--- src/hdl/md5sh_pkg.sv ---
// Shared types, constants and round tables for the streaming MD5 hasher.
package md5sh_pkg;

  typedef enum logic [2:0] {
    ST_IDLE,
    ST_LOAD,
    ST_ROUND,
    ST_FOLD,
    ST_PAD,
    ST_PAD2,
    ST_DONE
  } state_t;

  typedef struct packed {
    logic byte_wr;
    logic pad_wr;
    logic pad_marker;
    logic pad_len;
    logic load;
    logic round;
    logic fold;
    logic capture;
  } cmd_t;

  typedef struct packed {
    logic pos_last;
    logic pad_fits;
    logic round_last;
  } status_t;

  localparam logic [3:0][31:0] INIT_WORDS = {
    32'h10325476, 32'h98badcfe, 32'hefcdab89, 32'h67452301
  };

  localparam logic [7:0] PAD_BYTE = 8'h80;

  function automatic logic [31:0] sine_k(input logic [5:0] i);
    logic [31:0] k;
    case (i)
      6'd0:  k = 32'hd76aa478;  6'd1:  k = 32'he8c7b756;
      6'd2:  k = 32'h242070db;  6'd3:  k = 32'hc1bdceee;
      6'd4:  k = 32'hf57c0faf;  6'd5:  k = 32'h4787c62a;
      6'd6:  k = 32'ha8304613;  6'd7:  k = 32'hfd469501;
      6'd8:  k = 32'h698098d8;  6'd9:  k = 32'h8b44f7af;
      6'd10: k = 32'hffff5bb1;  6'd11: k = 32'h895cd7be;
      6'd12: k = 32'h6b901122;  6'd13: k = 32'hfd987193;
      6'd14: k = 32'ha679438e;  6'd15: k = 32'h49b40821;
      6'd16: k = 32'hf61e2562;  6'd17: k = 32'hc040b340;
      6'd18: k = 32'h265e5a51;  6'd19: k = 32'he9b6c7aa;
      6'd20: k = 32'hd62f105d;  6'd21: k = 32'h02441453;
      6'd22: k = 32'hd8a1e681;  6'd23: k = 32'he7d3fbc8;
      6'd24: k = 32'h21e1cde6;  6'd25: k = 32'hc33707d6;
      6'd26: k = 32'hf4d50d87;  6'd27: k = 32'h455a14ed;
      6'd28: k = 32'ha9e3e905;  6'd29: k = 32'hfcefa3f8;
      6'd30: k = 32'h676f02d9;  6'd31: k = 32'h8d2a4c8a;
      6'd32: k = 32'hfffa3942;  6'd33: k = 32'h8771f681;
      6'd34: k = 32'h6d9d6122;  6'd35: k = 32'hfde5380c;
      6'd36: k = 32'ha4beea44;  6'd37: k = 32'h4bdecfa9;
      6'd38: k = 32'hf6bb4b60;  6'd39: k = 32'hbebfbc70;
      6'd40: k = 32'h289b7ec6;  6'd41: k = 32'heaa127fa;
      6'd42: k = 32'hd4ef3085;  6'd43: k = 32'h04881d05;
      6'd44: k = 32'hd9d4d039;  6'd45: k = 32'he6db99e5;
      6'd46: k = 32'h1fa27cf8;  6'd47: k = 32'hc4ac5665;
      6'd48: k = 32'hf4292244;  6'd49: k = 32'h432aff97;
      6'd50: k = 32'hab9423a7;  6'd51: k = 32'hfc93a039;
      6'd52: k = 32'h655b59c3;  6'd53: k = 32'h8f0ccc92;
      6'd54: k = 32'hffeff47d;  6'd55: k = 32'h85845dd1;
      6'd56: k = 32'h6fa87e4f;  6'd57: k = 32'hfe2ce6e0;
      6'd58: k = 32'ha3014314;  6'd59: k = 32'h4e0811a1;
      6'd60: k = 32'hf7537e82;  6'd61: k = 32'hbd3af235;
      6'd62: k = 32'h2ad7d2bb;  6'd63: k = 32'heb86d391;
      default: k = 32'h0;
    endcase
    return k;
  endfunction

  function automatic logic [4:0] rot_amt(input logic [5:0] i);
    logic [4:0] s;
    case ({i[5:4], i[1:0]})
      4'd0:  s = 5'd7;   4'd1:  s = 5'd12;  4'd2:  s = 5'd17;  4'd3:  s = 5'd22;
      4'd4:  s = 5'd5;   4'd5:  s = 5'd9;   4'd6:  s = 5'd14;  4'd7:  s = 5'd20;
      4'd8:  s = 5'd4;   4'd9:  s = 5'd11;  4'd10: s = 5'd16;  4'd11: s = 5'd23;
      4'd12: s = 5'd6;   4'd13: s = 5'd10;  4'd14: s = 5'd15;  4'd15: s = 5'd21;
      default: s = 5'd0;
    endcase
    return s;
  endfunction

  function automatic logic [3:0] msg_idx(input logic [5:0] i);
    logic [3:0] r;
    logic [3:0] g;
    r = i[3:0];
    case (i[5:4])
      2'd0: g = r;
      2'd1: g = 4'(r * 4'd5 + 4'd1);
      2'd2: g = 4'(r * 4'd3 + 4'd5);
      2'd3: g = 4'(r * 4'd7);
      default: g = r;
    endcase
    return g;
  endfunction

  function automatic logic [31:0] round_f(input logic [1:0] sel, input logic [31:0] b,
                                          input logic [31:0] c, input logic [31:0] d);
    logic [31:0] f;
    case (sel)
      2'd0: f = (b & c) | (~b & d);
      2'd1: f = (d & b) | (~d & c);
      2'd2: f = b ^ c ^ d;
      2'd3: f = c ^ (b | ~d);
      default: f = 32'h0;
    endcase
    return f;
  endfunction

  function automatic logic [31:0] rotl32(input logic [31:0] x, input logic [4:0] n);
    logic [63:0] t;
    t = {x, x} << n;
    return t[63:32];
  endfunction

endpackage

--- src/hdl/md5sh_dp.sv ---
// Datapath: chaining words, block buffer, byte counter, padding and the round unit.
module md5sh_dp (
  input  logic              clk,
  input  logic              rst,
  input  md5sh_pkg::cmd_t    cmd,
  input  logic [7:0]        data_byte,
  output md5sh_pkg::status_t sts,
  output logic [3:0][31:0]  chain_out
);
  import md5sh_pkg::*;

  logic [3:0][31:0] chain;
  logic [31:0]      blk [16];
  logic [60:0]      byte_count;
  logic [31:0]      wa, wb, wc, wd;
  logic [31:0]      km;
  logic [5:0]       round_index;

  logic [5:0]       pos;
  logic [63:0]      bit_len;
  logic [31:0]      pad_word [16];
  logic [31:0]      b_next;
  logic [5:0]       km_idx;
  logic [31:0]      km_next;

  assign pos     = byte_count[5:0];
  assign bit_len = {byte_count, 3'b000};

  assign sts.pos_last   = (pos == 6'd63);
  assign sts.pad_fits   = (pos < 6'd56);
  assign sts.round_last = (round_index == 6'd63);

  assign chain_out = chain;

  assign b_next = wb + rotl32(wa + round_f(round_index[5:4], wb, wc, wd) + km,
                              rot_amt(round_index));

  assign km_idx  = cmd.load ? 6'd0 : round_index + 6'd1;
  assign km_next = sine_k(km_idx) + blk[msg_idx(km_idx)];

  always_comb begin
    for (int j = 0; j < 16; j++) begin
      if (!cmd.pad_marker) begin
        pad_word[j] = 32'h0;
      end else if (4'(j) < pos[5:2]) begin
        pad_word[j] = blk[j];
      end else if (4'(j) == pos[5:2]) begin
        case (pos[1:0])
          2'd0: pad_word[j] = {24'h0, PAD_BYTE};
          2'd1: pad_word[j] = {16'h0, PAD_BYTE, blk[j][7:0]};
          2'd2: pad_word[j] = {8'h0, PAD_BYTE, blk[j][15:0]};
          2'd3: pad_word[j] = {PAD_BYTE, blk[j][23:0]};
          default: pad_word[j] = 32'h0;
        endcase
      end else begin
        pad_word[j] = 32'h0;
      end
      if (cmd.pad_len && j == 14) begin
        pad_word[j] = bit_len[31:0];
      end
      if (cmd.pad_len && j == 15) begin
        pad_word[j] = bit_len[63:32];
      end
    end
  end

  always_ff @(posedge clk) begin
    if (rst) begin
      chain       <= INIT_WORDS;
      byte_count  <= '0;
      round_index <= '0;
    end else begin
      if (cmd.fold) begin
        chain[0] <= chain[0] + wa;
        chain[1] <= chain[1] + wb;
        chain[2] <= chain[2] + wc;
        chain[3] <= chain[3] + wd;
      end
      if (cmd.capture) begin
        chain      <= INIT_WORDS;
        byte_count <= '0;
      end
      if (cmd.byte_wr) begin
        byte_count <= byte_count + 61'd1;
      end
      if (cmd.load) begin
        round_index <= '0;
      end else if (cmd.round) begin
        round_index <= round_index + 6'd1;
      end
    end
  end

  always_ff @(posedge clk) begin
    if (cmd.load) begin
      wa <= chain[0];
      wb <= chain[1];
      wc <= chain[2];
      wd <= chain[3];
      km <= km_next;
    end else if (cmd.round) begin
      wa <= wd;
      wd <= wc;
      wc <= wb;
      wb <= b_next;
      km <= km_next;
    end
    if (cmd.byte_wr) begin
      blk[pos[5:2]][{pos[1:0], 3'b000} +: 8] <= data_byte;
    end else if (cmd.pad_wr) begin
      for (int j = 0; j < 16; j++) begin
        blk[j] <= pad_word[j];
      end
    end
  end

endmodule

--- src/hdl/md5sh_out.sv ---
// Digest output register: holds the four result words and sends them one per transaction.
module md5sh_out (
  input  logic             clk,
  input  logic             rst,
  input  logic             load,
  input  logic [3:0][31:0] words_in,
  output logic             busy,
  output logic             out_valid,
  input  logic             out_ready,
  output logic [31:0]      digest_word,
  output logic [1:0]       word_index,
  output logic             last_word
);

  logic [3:0][31:0] words;
  logic             valid;
  logic [1:0]       idx;

  assign busy        = valid;
  assign out_valid   = valid;
  assign digest_word = words[idx];
  assign word_index  = idx;
  assign last_word   = (idx == 2'd3);

  always_ff @(posedge clk) begin
    if (rst) begin
      valid <= 1'b0;
      idx   <= 2'd0;
    end else if (load) begin
      valid <= 1'b1;
      idx   <= 2'd0;
    end else if (valid && out_ready) begin
      idx <= idx + 2'd1;
      if (idx == 2'd3) begin
        valid <= 1'b0;
      end
    end
  end

  always_ff @(posedge clk) begin
    if (load) begin
      words <= words_in;
    end
  end

endmodule

--- src/hdl/md5sh_ctrl.sv ---
// Controller: sequences byte intake, padding, the 64 rounds and digest hand-off.
module md5sh_ctrl (
  input  logic              clk,
  input  logic              rst,
  input  logic              in_valid,
  input  logic              has_byte,
  input  logic              msg_end,
  output logic              in_ready,
  input  md5sh_pkg::status_t sts,
  input  logic              out_busy,
  output md5sh_pkg::cmd_t    cmd
);
  import md5sh_pkg::*;

  state_t state, state_next;
  logic   end_pend, end_pend_next;
  logic   pad_extra, pad_extra_next;
  logic   last_blk, last_blk_next;

  always_ff @(posedge clk) begin
    if (rst) begin
      state     <= ST_IDLE;
      end_pend  <= 1'b0;
      pad_extra <= 1'b0;
      last_blk  <= 1'b0;
    end else begin
      state     <= state_next;
      end_pend  <= end_pend_next;
      pad_extra <= pad_extra_next;
      last_blk  <= last_blk_next;
    end
  end

  always_comb begin
    state_next     = state;
    end_pend_next  = end_pend;
    pad_extra_next = pad_extra;
    last_blk_next  = last_blk;
    cmd            = '0;
    in_ready       = 1'b0;
    case (state)
      ST_IDLE: begin
        in_ready = 1'b1;
        if (in_valid) begin
          if (has_byte) begin
            cmd.byte_wr = 1'b1;
            if (sts.pos_last) begin
              state_next    = ST_LOAD;
              end_pend_next = msg_end;
            end else if (msg_end) begin
              state_next = ST_PAD;
            end
          end else if (msg_end) begin
            state_next = ST_PAD;
          end
        end
      end
      ST_PAD: begin
        cmd.pad_wr     = 1'b1;
        cmd.pad_marker = 1'b1;
        cmd.pad_len    = sts.pad_fits;
        last_blk_next  = sts.pad_fits;
        pad_extra_next = !sts.pad_fits;
        end_pend_next  = 1'b0;
        state_next     = ST_LOAD;
      end
      ST_PAD2: begin
        cmd.pad_wr     = 1'b1;
        cmd.pad_len    = 1'b1;
        pad_extra_next = 1'b0;
        last_blk_next  = 1'b1;
        state_next     = ST_LOAD;
      end
      ST_LOAD: begin
        cmd.load   = 1'b1;
        state_next = ST_ROUND;
      end
      ST_ROUND: begin
        cmd.round = 1'b1;
        if (sts.round_last) begin
          state_next = ST_FOLD;
        end
      end
      ST_FOLD: begin
        cmd.fold = 1'b1;
        if (end_pend) begin
          state_next = ST_PAD;
        end else if (pad_extra) begin
          state_next = ST_PAD2;
        end else if (last_blk) begin
          state_next = ST_DONE;
        end else begin
          state_next = ST_IDLE;
        end
      end
      ST_DONE: begin
        if (!out_busy) begin
          cmd.capture   = 1'b1;
          last_blk_next = 1'b0;
          state_next    = ST_IDLE;
        end
      end
      default: begin
        state_next = ST_IDLE;
      end
    endcase
  end

  a_capture_free: assert property (@(posedge clk) disable iff (rst)
    cmd.capture |-> !out_busy)
    else $error("digest captured while output register still busy");

  a_fold_after_rounds: assert property (@(posedge clk) disable iff (rst)
    state == ST_FOLD |-> $past(state) == ST_ROUND && $past(sts.round_last))
    else $error("fold without a full round sequence");

  a_len_fits: assert property (@(posedge clk) disable iff (rst)
    cmd.pad_wr && cmd.pad_len |-> !cmd.pad_marker || sts.pad_fits)
    else $error("length written over marker block that has no room");

endmodule

--- src/hdl/md5_stream_hash.sv ---
// Streaming MD5 hasher top level: byte transactions in, four digest word transactions out.
//
//  channel | handshake            | payload
//  --------+----------------------+-------------------------------------
//  input   | in_valid / in_ready  | data_byte, has_byte, msg_end
//  output  | out_valid / out_ready| digest_word, word_index, last_word
//
// A byte transaction is written into the block buffer; one that fills a 64-byte block also
// starts a load, 64 rounds of the single round unit and a fold into the chaining words.
// A message end adds a pad step and one more such pass, twice when the length does not fit,
// then hands the digest to the free output register, which drains one word per ready cycle.
// Input is taken again once the digest is handed off, while words still drain.
// Synchronous reset, no clearing pass; output stalls hold the digest in place.
module md5_stream_hash (
  input  logic        clk,
  input  logic        rst,
  input  logic        in_valid,
  output logic        in_ready,
  input  logic [7:0]  data_byte,
  input  logic        has_byte,
  input  logic        msg_end,
  output logic        out_valid,
  input  logic        out_ready,
  output logic [31:0] digest_word,
  output logic [1:0]  word_index,
  output logic        last_word
);
  import md5sh_pkg::*;

  cmd_t             cmd;
  status_t          sts;
  logic             out_busy;
  logic [3:0][31:0] chain;

  md5sh_ctrl u_ctrl (
    .clk      (clk),
    .rst      (rst),
    .in_valid (in_valid),
    .has_byte (has_byte),
    .msg_end  (msg_end),
    .in_ready (in_ready),
    .sts      (sts),
    .out_busy (out_busy),
    .cmd      (cmd)
  );

  md5sh_dp u_dp (
    .clk       (clk),
    .rst       (rst),
    .cmd       (cmd),
    .data_byte (data_byte),
    .sts       (sts),
    .chain_out (chain)
  );

  md5sh_out u_out (
    .clk         (clk),
    .rst         (rst),
    .load        (cmd.capture),
    .words_in    (chain),
    .busy        (out_busy),
    .out_valid   (out_valid),
    .out_ready   (out_ready),
    .digest_word (digest_word),
    .word_index  (word_index),
    .last_word   (last_word)
  );

endmodule
--- config.mk ---
export PLATFORM = sky130hd
export DESIGN_NAME = md5_stream_hash
export DESIGN_NICKNAME = d
export VERILOG_FILES = /design/src/hdl/md5sh_pkg.sv /design/src/hdl/md5sh_dp.sv /design/src/hdl/md5sh_out.sv /design/src/hdl/md5sh_ctrl.sv /design/src/hdl/md5_stream_hash.sv
export SDC_FILE = /design/constraint.sdc
export NUM_CORES = 2
export LEC_CHECK = 0
export ABC_AREA = 1
export BUFFER_PORTS_ARGS = -buffer_cell sky130_fd_sc_hd__buf_4
export CORE_MARGIN = 3
export CORE_UTILIZATION = 39
export DETAILED_ROUTE_END_ITERATION = 8
export SKIP_CTS_REPAIR_TIMING = 1
export SLEW_MARGIN = 20
export SYNTH_ARGS = -nofsm -noshare
export SYNTH_HDL_FRONTEND = slang
export SYNTH_SLANG_ARGS = --single-unit
--- constraint.sdc ---
create_clock -name clk -period 7.5 [get_ports clk]
set_clock_uncertainty 0.05 [all_clocks]
set_input_delay 1.5 -clock clk [delete_from_list [all_inputs] [get_ports clk]]
set_output_delay 1.5 -clock clk [all_outputs]
set_load 0.005 [all_outputs]
Word-level counts from Yosys, hierarchy flattened
Memory sizes are Yosys's and may differ from the RTL's. A register that Yosys moved wholly into a read port is not among the register bits.
Index checks and enable logic that the tools add are counted.

word-level totals
  bits in registers = 492
  input bits = 14
  memories kept = 3
  ROM bits = 2128
  memory bits (writable) = 512

cells by class
  order comparisons = 18
  bitwise operators = 12
  $mul = 3
  eq/ne operators = 198
  add/sub/neg operators = 14
  shifts and indexed selects = 3
  multiplexer cells = 125
  reduce and logical (&&, ||, !) cells = 86

memory list
  name              depth  width  rd ports  clocked after Yosys merged registers in  wr ports  RTL line         RTL
  (name not given)  64     32     1         0                                        0         md5sh_pkg.sv:39  case (i)
  u_dp.blk          16     32     1         0                                        16        md5sh_dp.sv:13   logic [31:0] blk [16];
  (name not given)  16     5      1         1                                        0         md5sh_pkg.sv:79  case ({i[5:4], i[1:0]})

operators with widths
  cell                                                   count
  case mux 32 bit (4 select lines)                       17
  two-way mux 32 bit                                     64
  inequality test 4 bit (second input constant)          84
  adder 32 bit                                           8
  bitwise AND 32 bit                                     4
  two-way mux 61 bit                                     2
  inequality test 2 bit (second input constant)          61
  bitwise OR 32 bit                                      3
  bitwise XOR 32 bit                                     3
  AND reduction 5 bit                                    16
  AND reduction 4 bit                                    17
  binary-select mux 32 bit (select 2 bit)                1
  inverter 32 bit                                        2
  << shifter 64 x 5 -> 64 bit                            1
  adder 61 x 1 -> 61 bit (second input constant)         1
  inequality test 5 bit (second input constant)          12
  AND reduction 3 bit                                    17
  AND reduction 2 bit                                    18
  == test 4 bit (first input constant)                   8
  less-than comparator 4 bit (first input constant)      8
  OR reduction 32 bit                                    1
  variable shift 8 x 7 -> 32 bit (first input constant)  1
  indexed part select 8 x 7 -> 32 bit                    1
  two-way mux 3 bit                                      9
  other kinds (37)                                       100

Logic depth before layout (Yosys ltp)
  depth in word-level cells = 10
  mapped depth = 44
  depth with buffers taken out = 44

Modules after synthesis
From an unflattened synthesis, not the netlist that was laid out.

unflattened totals
  cell total of the unflattened synthesis = 8718
  area total of the unflattened synthesis = 65027.4 µm²

by module, submodules not included
  module      times used  area each (µm²)  cells each  sequential area each (µm²)
  md5sh_dp    1           59100.4          8131        23202.3
  md5sh_out   1           5524.0           521         3903.7
  md5sh_ctrl  1           402.9            66          120.1

Worst setup path after synthesis
No wires, ideal clock.

  kind = register to register
  start = register u_dp.round_index[0]
  end = register u_dp.km[26], data pin
  setup slack = 1328 ps
  cell stages (with the launch flop) = 32
  data arrival time = 5864 ps
  period minus slack after synthesis = 6172 ps
  cells stage by stage = dfxtp_1 > ha_1 > xor2_1 > nand2_1 > buf_2 > buf_1 > ha_1 > fa_1 > xor2_1 > xor2_1 > o21ai_0 > nand3_1 > o21ai_1 > clkbuf_1 > nand3_1 > nand2_1 > inv_1 > ha_1 > fa_1 > nand3_1 > nand2_1 > a21oi_1 > o21ai_0 > a21boi_0 > o21ai_0 > a21boi_0 > nor2_1 > nand2_1 > nand2_1 > nand2_1 > nand2_1 > xor2_1

on the way
  cells in the longest elaborated chain, start to end = 9

RTL lines
  item                                                                           RTL line                          RTL
  from (decl)                                                                    md5sh_dp.sv:17                    logic [5:0] round_index;
  from (signal assigned)                                                         md5sh_dp.sv:89                    round_index <= round_index + 6'd1;
  adder 6 x 1 -> 6 bit (*)                                                       md5sh_dp.sv:38                    assign km_idx = cmd.load ? 6'd0 : round_index + 6'd1;
  two-way mux 6 bit (*)                                                          md5sh_dp.sv:38
  multiplier 4 x 2 -> 4 bit / multiplier 4 x 3 -> 4 bit (equally long branches)  md5sh_pkg.sv:96, md5sh_pkg.sv:95
  adder 4 x 3 -> 4 bit / adder 4 x 1 -> 4 bit (equally long branches)            md5sh_pkg.sv:96, md5sh_pkg.sv:95
  case mux 4 bit (4 select lines)                                                md5sh_pkg.sv:93                   case (i[5:4])
  memory read (16 x 32 bit)                                                      n/a
  adder 32 bit (*)                                                               md5sh_dp.sv:39                    assign km_next = sine_k(km_idx) + blk[msg_idx(km_idx)];
  named net u_dp.km_next[26]                                                     md5sh_dp.sv:24                    logic [31:0] km_next;
  two-way mux 32 bit                                                             md5sh_dp.sv:101                   end else if (cmd.round) begin
  two-way mux 32 bit (*)                                                         md5sh_dp.sv:95                    if (cmd.load) begin
  to (signal assigned)                                                           md5sh_dp.sv:100                   km <= km_next;
  to (signal assigned)                                                           md5sh_dp.sv:106                   km <= km_next;
  to (decl)                                                                      md5sh_dp.sv:16                    logic [31:0] km;

The timed path passes the listed nets; every way through them passes the cells marked *. The select of a mux whose other input is x is not followed.
A chain may end at the register's enable or synchronous reset.

Final worst setup path
  start = register u_dp.wb[11]
  end = register u_dp.wb[30], data pin

on the way
  cells in the longest elaborated chain, start to end = 10

RTL lines
  item                              RTL line          RTL
  from (decl)                       md5sh_dp.sv:15    logic [31:0] wa, wb, wc, wd;
  from (signal assigned)            md5sh_dp.sv:97    wb <= chain[1];
  from (signal assigned)            md5sh_dp.sv:105   wb <= b_next;
  inverter 32 bit                   md5sh_pkg.sv:107  2'd0: f = (b & c) | (~b & d);
  bitwise AND 32 bit                md5sh_pkg.sv:107
  bitwise OR 32 bit                 md5sh_pkg.sv:107
  case mux 32 bit (4 select lines)  md5sh_pkg.sv:106  case (sel)
  adder 32 bit (2 in a row)         md5sh_dp.sv:35    assign b_next = wb + rotl32(wa + round_f(round_index[5:4], wb, wc, wd) + km,
  << shifter 64 x 5 -> 64 bit       md5sh_pkg.sv:118  t = {x, x} << n;
  adder 32 bit (*)                  md5sh_dp.sv:35
  two-way mux 32 bit (*)            md5sh_dp.sv:101
  two-way mux 32 bit (*)            md5sh_dp.sv:95

Every way passes the cells marked *; elsewhere a longest branch is shown, timed or not. The select of a mux whose other input is x is not followed.

==> flow_summary.yaml <==
outcome:
  status: "completed"
synth:
  synth.distinct_cells: 68
  asyncSetResetFlopFracSynth_pct: 0
  syn-num-nets: 8648
  yosysWarnings: 0
  syn_avg_cell_area_sq_um: 7.73
  synth_area_sq_um: 64200
  yosys_most_used_dff: "sky130_fd_sc_hd__edfxtp_1"
  post_synth_inst_count: 8302
  synth.top_cells.by_area: "sky130_fd_sc_hd__edfxtp_1 (33%), sky130_fd_sc_hd__dfxtp_1 (9.6%), sky130_fd_sc_hd__nand2_1 (8.8%)"
  ys_seq_area_share_pct: 42.4
  synth_top_cell_area_share_pct: 32.8
  synth_enable_flop_cells: 702
  library_cell_with_the_largest_summed_area_after_synthesis: "sky130_fd_sc_hd__edfxtp_1"
  synth_seq_cells: 1009
sta:
  final.min_clock_period_ps: 7120
  finalHoldViolations: 0
  timing.max_slew.rel_slack_pct: 17.3
  setup-violations-final: 0
  pins_over_slew_limit: 0
  fin_tns_setup_ps: 0
  min_period_over_period_pct: 94.9
  tightest_slew_ps: 1230
  grt_setup_unrepaired: "false"
  layout_setup_ws_ps: 385
  max_clock_freq_ghz: 0.141
layout:
  final_cell_mix: "sky130_fd_sc_hd__nand2_1 (1504), sky130_fd_sc_hd__inv_1 (1009), sky130_fd_sc_hd__nor2_1 (899), sky130_fd_sc_hd__o21ai_0 (858), sky130_fd_sc_hd__edfxtp_1 (702)"
  area_growth_pct: 11.5
  layout-drive-gt1-share_pct: 7.10
  filler_cell_count: 16400
  layout_commonest_cell: "sky130_fd_sc_hd__nand2_1"
  final_net_count: 8660
  final-instance-count-excl-fill: 10600
critical_path:
  worst_ep_required_time_ps: 7890
  cpPeakStageDelay_ps: 620
  critical_path.startpoint_type: "flop"
  crit_arrival_ps: 7500
  critPathMaxFanout: 5
  timing.setup.critical_path_class: "reg2reg"
  crit_top_cell: "sky130_fd_sc_hd__nand2_1"
  cpMaxStageDelayCell: "sky130_fd_sc_hd__edfxtp_1"
  critical_path.startpoint: "u_dp.wb[11]$_DFFE_PP_"
  timing.reg2reg.setup_slack_ps: 380
  crit_path_end_kind: "flop"
  launch_point_of_the_worst_reg_to_reg_path: "u_dp.wb[11]$_DFFE_PP_"
clock_tree:
  clock_tree.root_cell: "sky130_fd_sc_hd__clkbuf_16"
  htree_levels: 3
  cts_num_sinks: 1009
  number_of_clock_buffers_inserted_by_tritoncts: 113
  clock_tree_from_tritoncts: "done"
  clkSlewWorstSetupHoldPaths_ps: 60
  clk_latency_ps: 770
  clock_path_buffers: 3
routing:
  vias: 60700
  wirelength_um: 252000
  1st_iter_drt_viols: 6942
  via_per_inst: 5.73
  drt_pass1_iterations: 7
  detail-route-antenna-nets: 0
  drc_errors: 0
  post_drt_wl_per_cell_um: 23.8
power:
  leak_pwr_nw: 29.8
  cell_internal_power_dissipation_mw: 16.0
  swShare_pct: 48.6
  power_per_cell_area_nw_per_um2: 435
  power.share.clock_pct: 18.8
  power.total_mw: 31.1
  sequential_power_share_pct: 23.7
  p_switching_mw: 15.1
  combinationalPowerShare_pct: 57.6
  ir_worst_vdd_uv: 406
die:
  dieWidth_um: 412
  ios: 51
  initial_cell_density_of_the_core_pct: 39.3
  design.core.area_sq_um: 163000
  die-area_sq_um: 169000
  die_y_um: 412
  number_of_placement_rows: 148
global_route:
  first_global_vias: 57300
  grt-ovfl-total: 0
  wire_length_of_the_first_global_routing_pass_um: 369000
  antenna_violations_before_repair: 3
  maximum_number_of_pins_on_one_net_before_global_route_repair: 131
  grt.total_usage_pct: 28.9
place:
  placement.io_buffers: 50
  detailed_place_hpwl_um: 189000
  dp.cells: 10400
  dp_worst_slack_ps: 215
  globalplace.congestion: 0.988
worst_hold_path:
  worstHoldPathType: "reg2reg"
  hold_path.startpoint: "u_dp.byte_count[44]$_SDFFE_PP0P_"
job:
  maxCapViolCount: 0
final timing paths:
path,to,depth (start not counted)
setup reg to reg,u_dp.wb[30]$_DFFE_PP_,34
setup / recovery,u_dp.wb[30]$_DFFE_PP_,34
hold reg to reg,u_dp.byte_count[44]$_SDFFE_PP0P_,1
hold / removal,u_dp.byte_count[44]$_SDFFE_PP0P_,1
critical path: cells and delay by family (launching register included):
kind	cells	cell delay (ps)
AO/OA/AOI/OAI	10	1750
XOR/XNOR	1	270
adder cells (fa/ha/maj)	4	1560
buffers and inverters	2	130
flip-flops	1	620
AND/OR/NAND/NOR	17	2430
through the flow:
stage               utilization [%]  area [sq um]  hold WS, ps
finish                         43.9         71600          392
global route                   43.9         71600          414
CTS                            43.8         71500          401
detailed placement             41.5         67600          388
global placement               41.5         67600          378
floorplan                         -         64200          366
registers in the layout (all words and copies together), names as in the netlist, 2 cells and up, named ones only:
name and cells:
u_dp.blk 512, u_dp.chain_out 128, u_out.words 128, u_dp.byte_count 61, u_dp.km 32, u_dp.wa 32
u_dp.wb 32, u_dp.wc 32, u_dp.wd 32, u_dp.round_index 6, u_ctrl.state 3, u_out.word_index 2
power groups by stage:
| stage | Sequential [mW] | Combinational, mW | Clock (mW) |
|---|---|---|---|
| after floorplan | 7.28 | 11.8 | 0 |
| after global placement | 7.45 | 17.4 | 0 |
| after detailed placement | 7.45 | 17.4 | 0 |
| after CTS | 7.34 | 17.5 | 5.90 |
| after global routing | 7.37 | 19.6 | 6.10 |
| final | 7.36 | 17.9 | 5.84 |
cells by family (layout without fill, tap and decap cells):
group | count (synthesis) | count (layout) | share of synthesized area, %
compound gates | 2071 | 2071 | 18.2
mux | 26 | 26 | 0.405
other cells | 0 | 4 | 0
simple gates | 3323 | 3323 | 21.8
buf+inv | 1406 | 1515 | 8.39
fa+ha+maj | 332 | 332 | 6.95
xor+xnor | 135 | 135 | 1.84
flops | 1009 | 1009 | 42.4
per-layer routing:
metal / vias to the layer above / share of wire [%] / GRT usage (%)
li1: 28400 / - / -
met1: 28900 / 39 / 35.9
met2: 2799 / 46 / 47.2
met3: 687 / 7.0 / 3.89
met4: 6 / 7.6 / 18.4
met5: - / 0.017 / 0
cells in the mapped netlist (all sizes together), types with 18 or more instances:
master   number
o31ai        56
o21a         18
mux2i        26
xor2         93
o211ai       89
a221oi       27
nor4         24
edfxtp      702
buf         112
dfxtp       307
o21bai       28
nand3       607
inv        1028
xnor2        42
nand4        61
fa           41
ha          291
clkbuf      257
nand2      1514
a211oi       25
o22ai       113
o2111ai      31
o221ai       36
o21ai       897
a21oi       660
a31oi        27
or2          85
nor2        916
nor3         91
final cells by class:
| cell class | count | area [sq um] | area share [%] |
|---|---|---|---|
| Multi-Input combinational cell | 5887 | 31700 | 44.3 |
| Sequential cell | 1009 | 27200 | 38.0 |
| Inverter | 1037 | 3910 | 5.46 |
| Clock buffer | 155 | 3190 | 4.46 |
| Tap cell | 2175 | 2720 | 3.80 |
| Timing Repair Buffer | 266 | 2150 | 3.00 |
| Clock inverter | 57 | 667 | 0.932 |
| Antenna cell | 4 | 10.0 | 0.0140 |
Power figures use the tool's default switching activity.
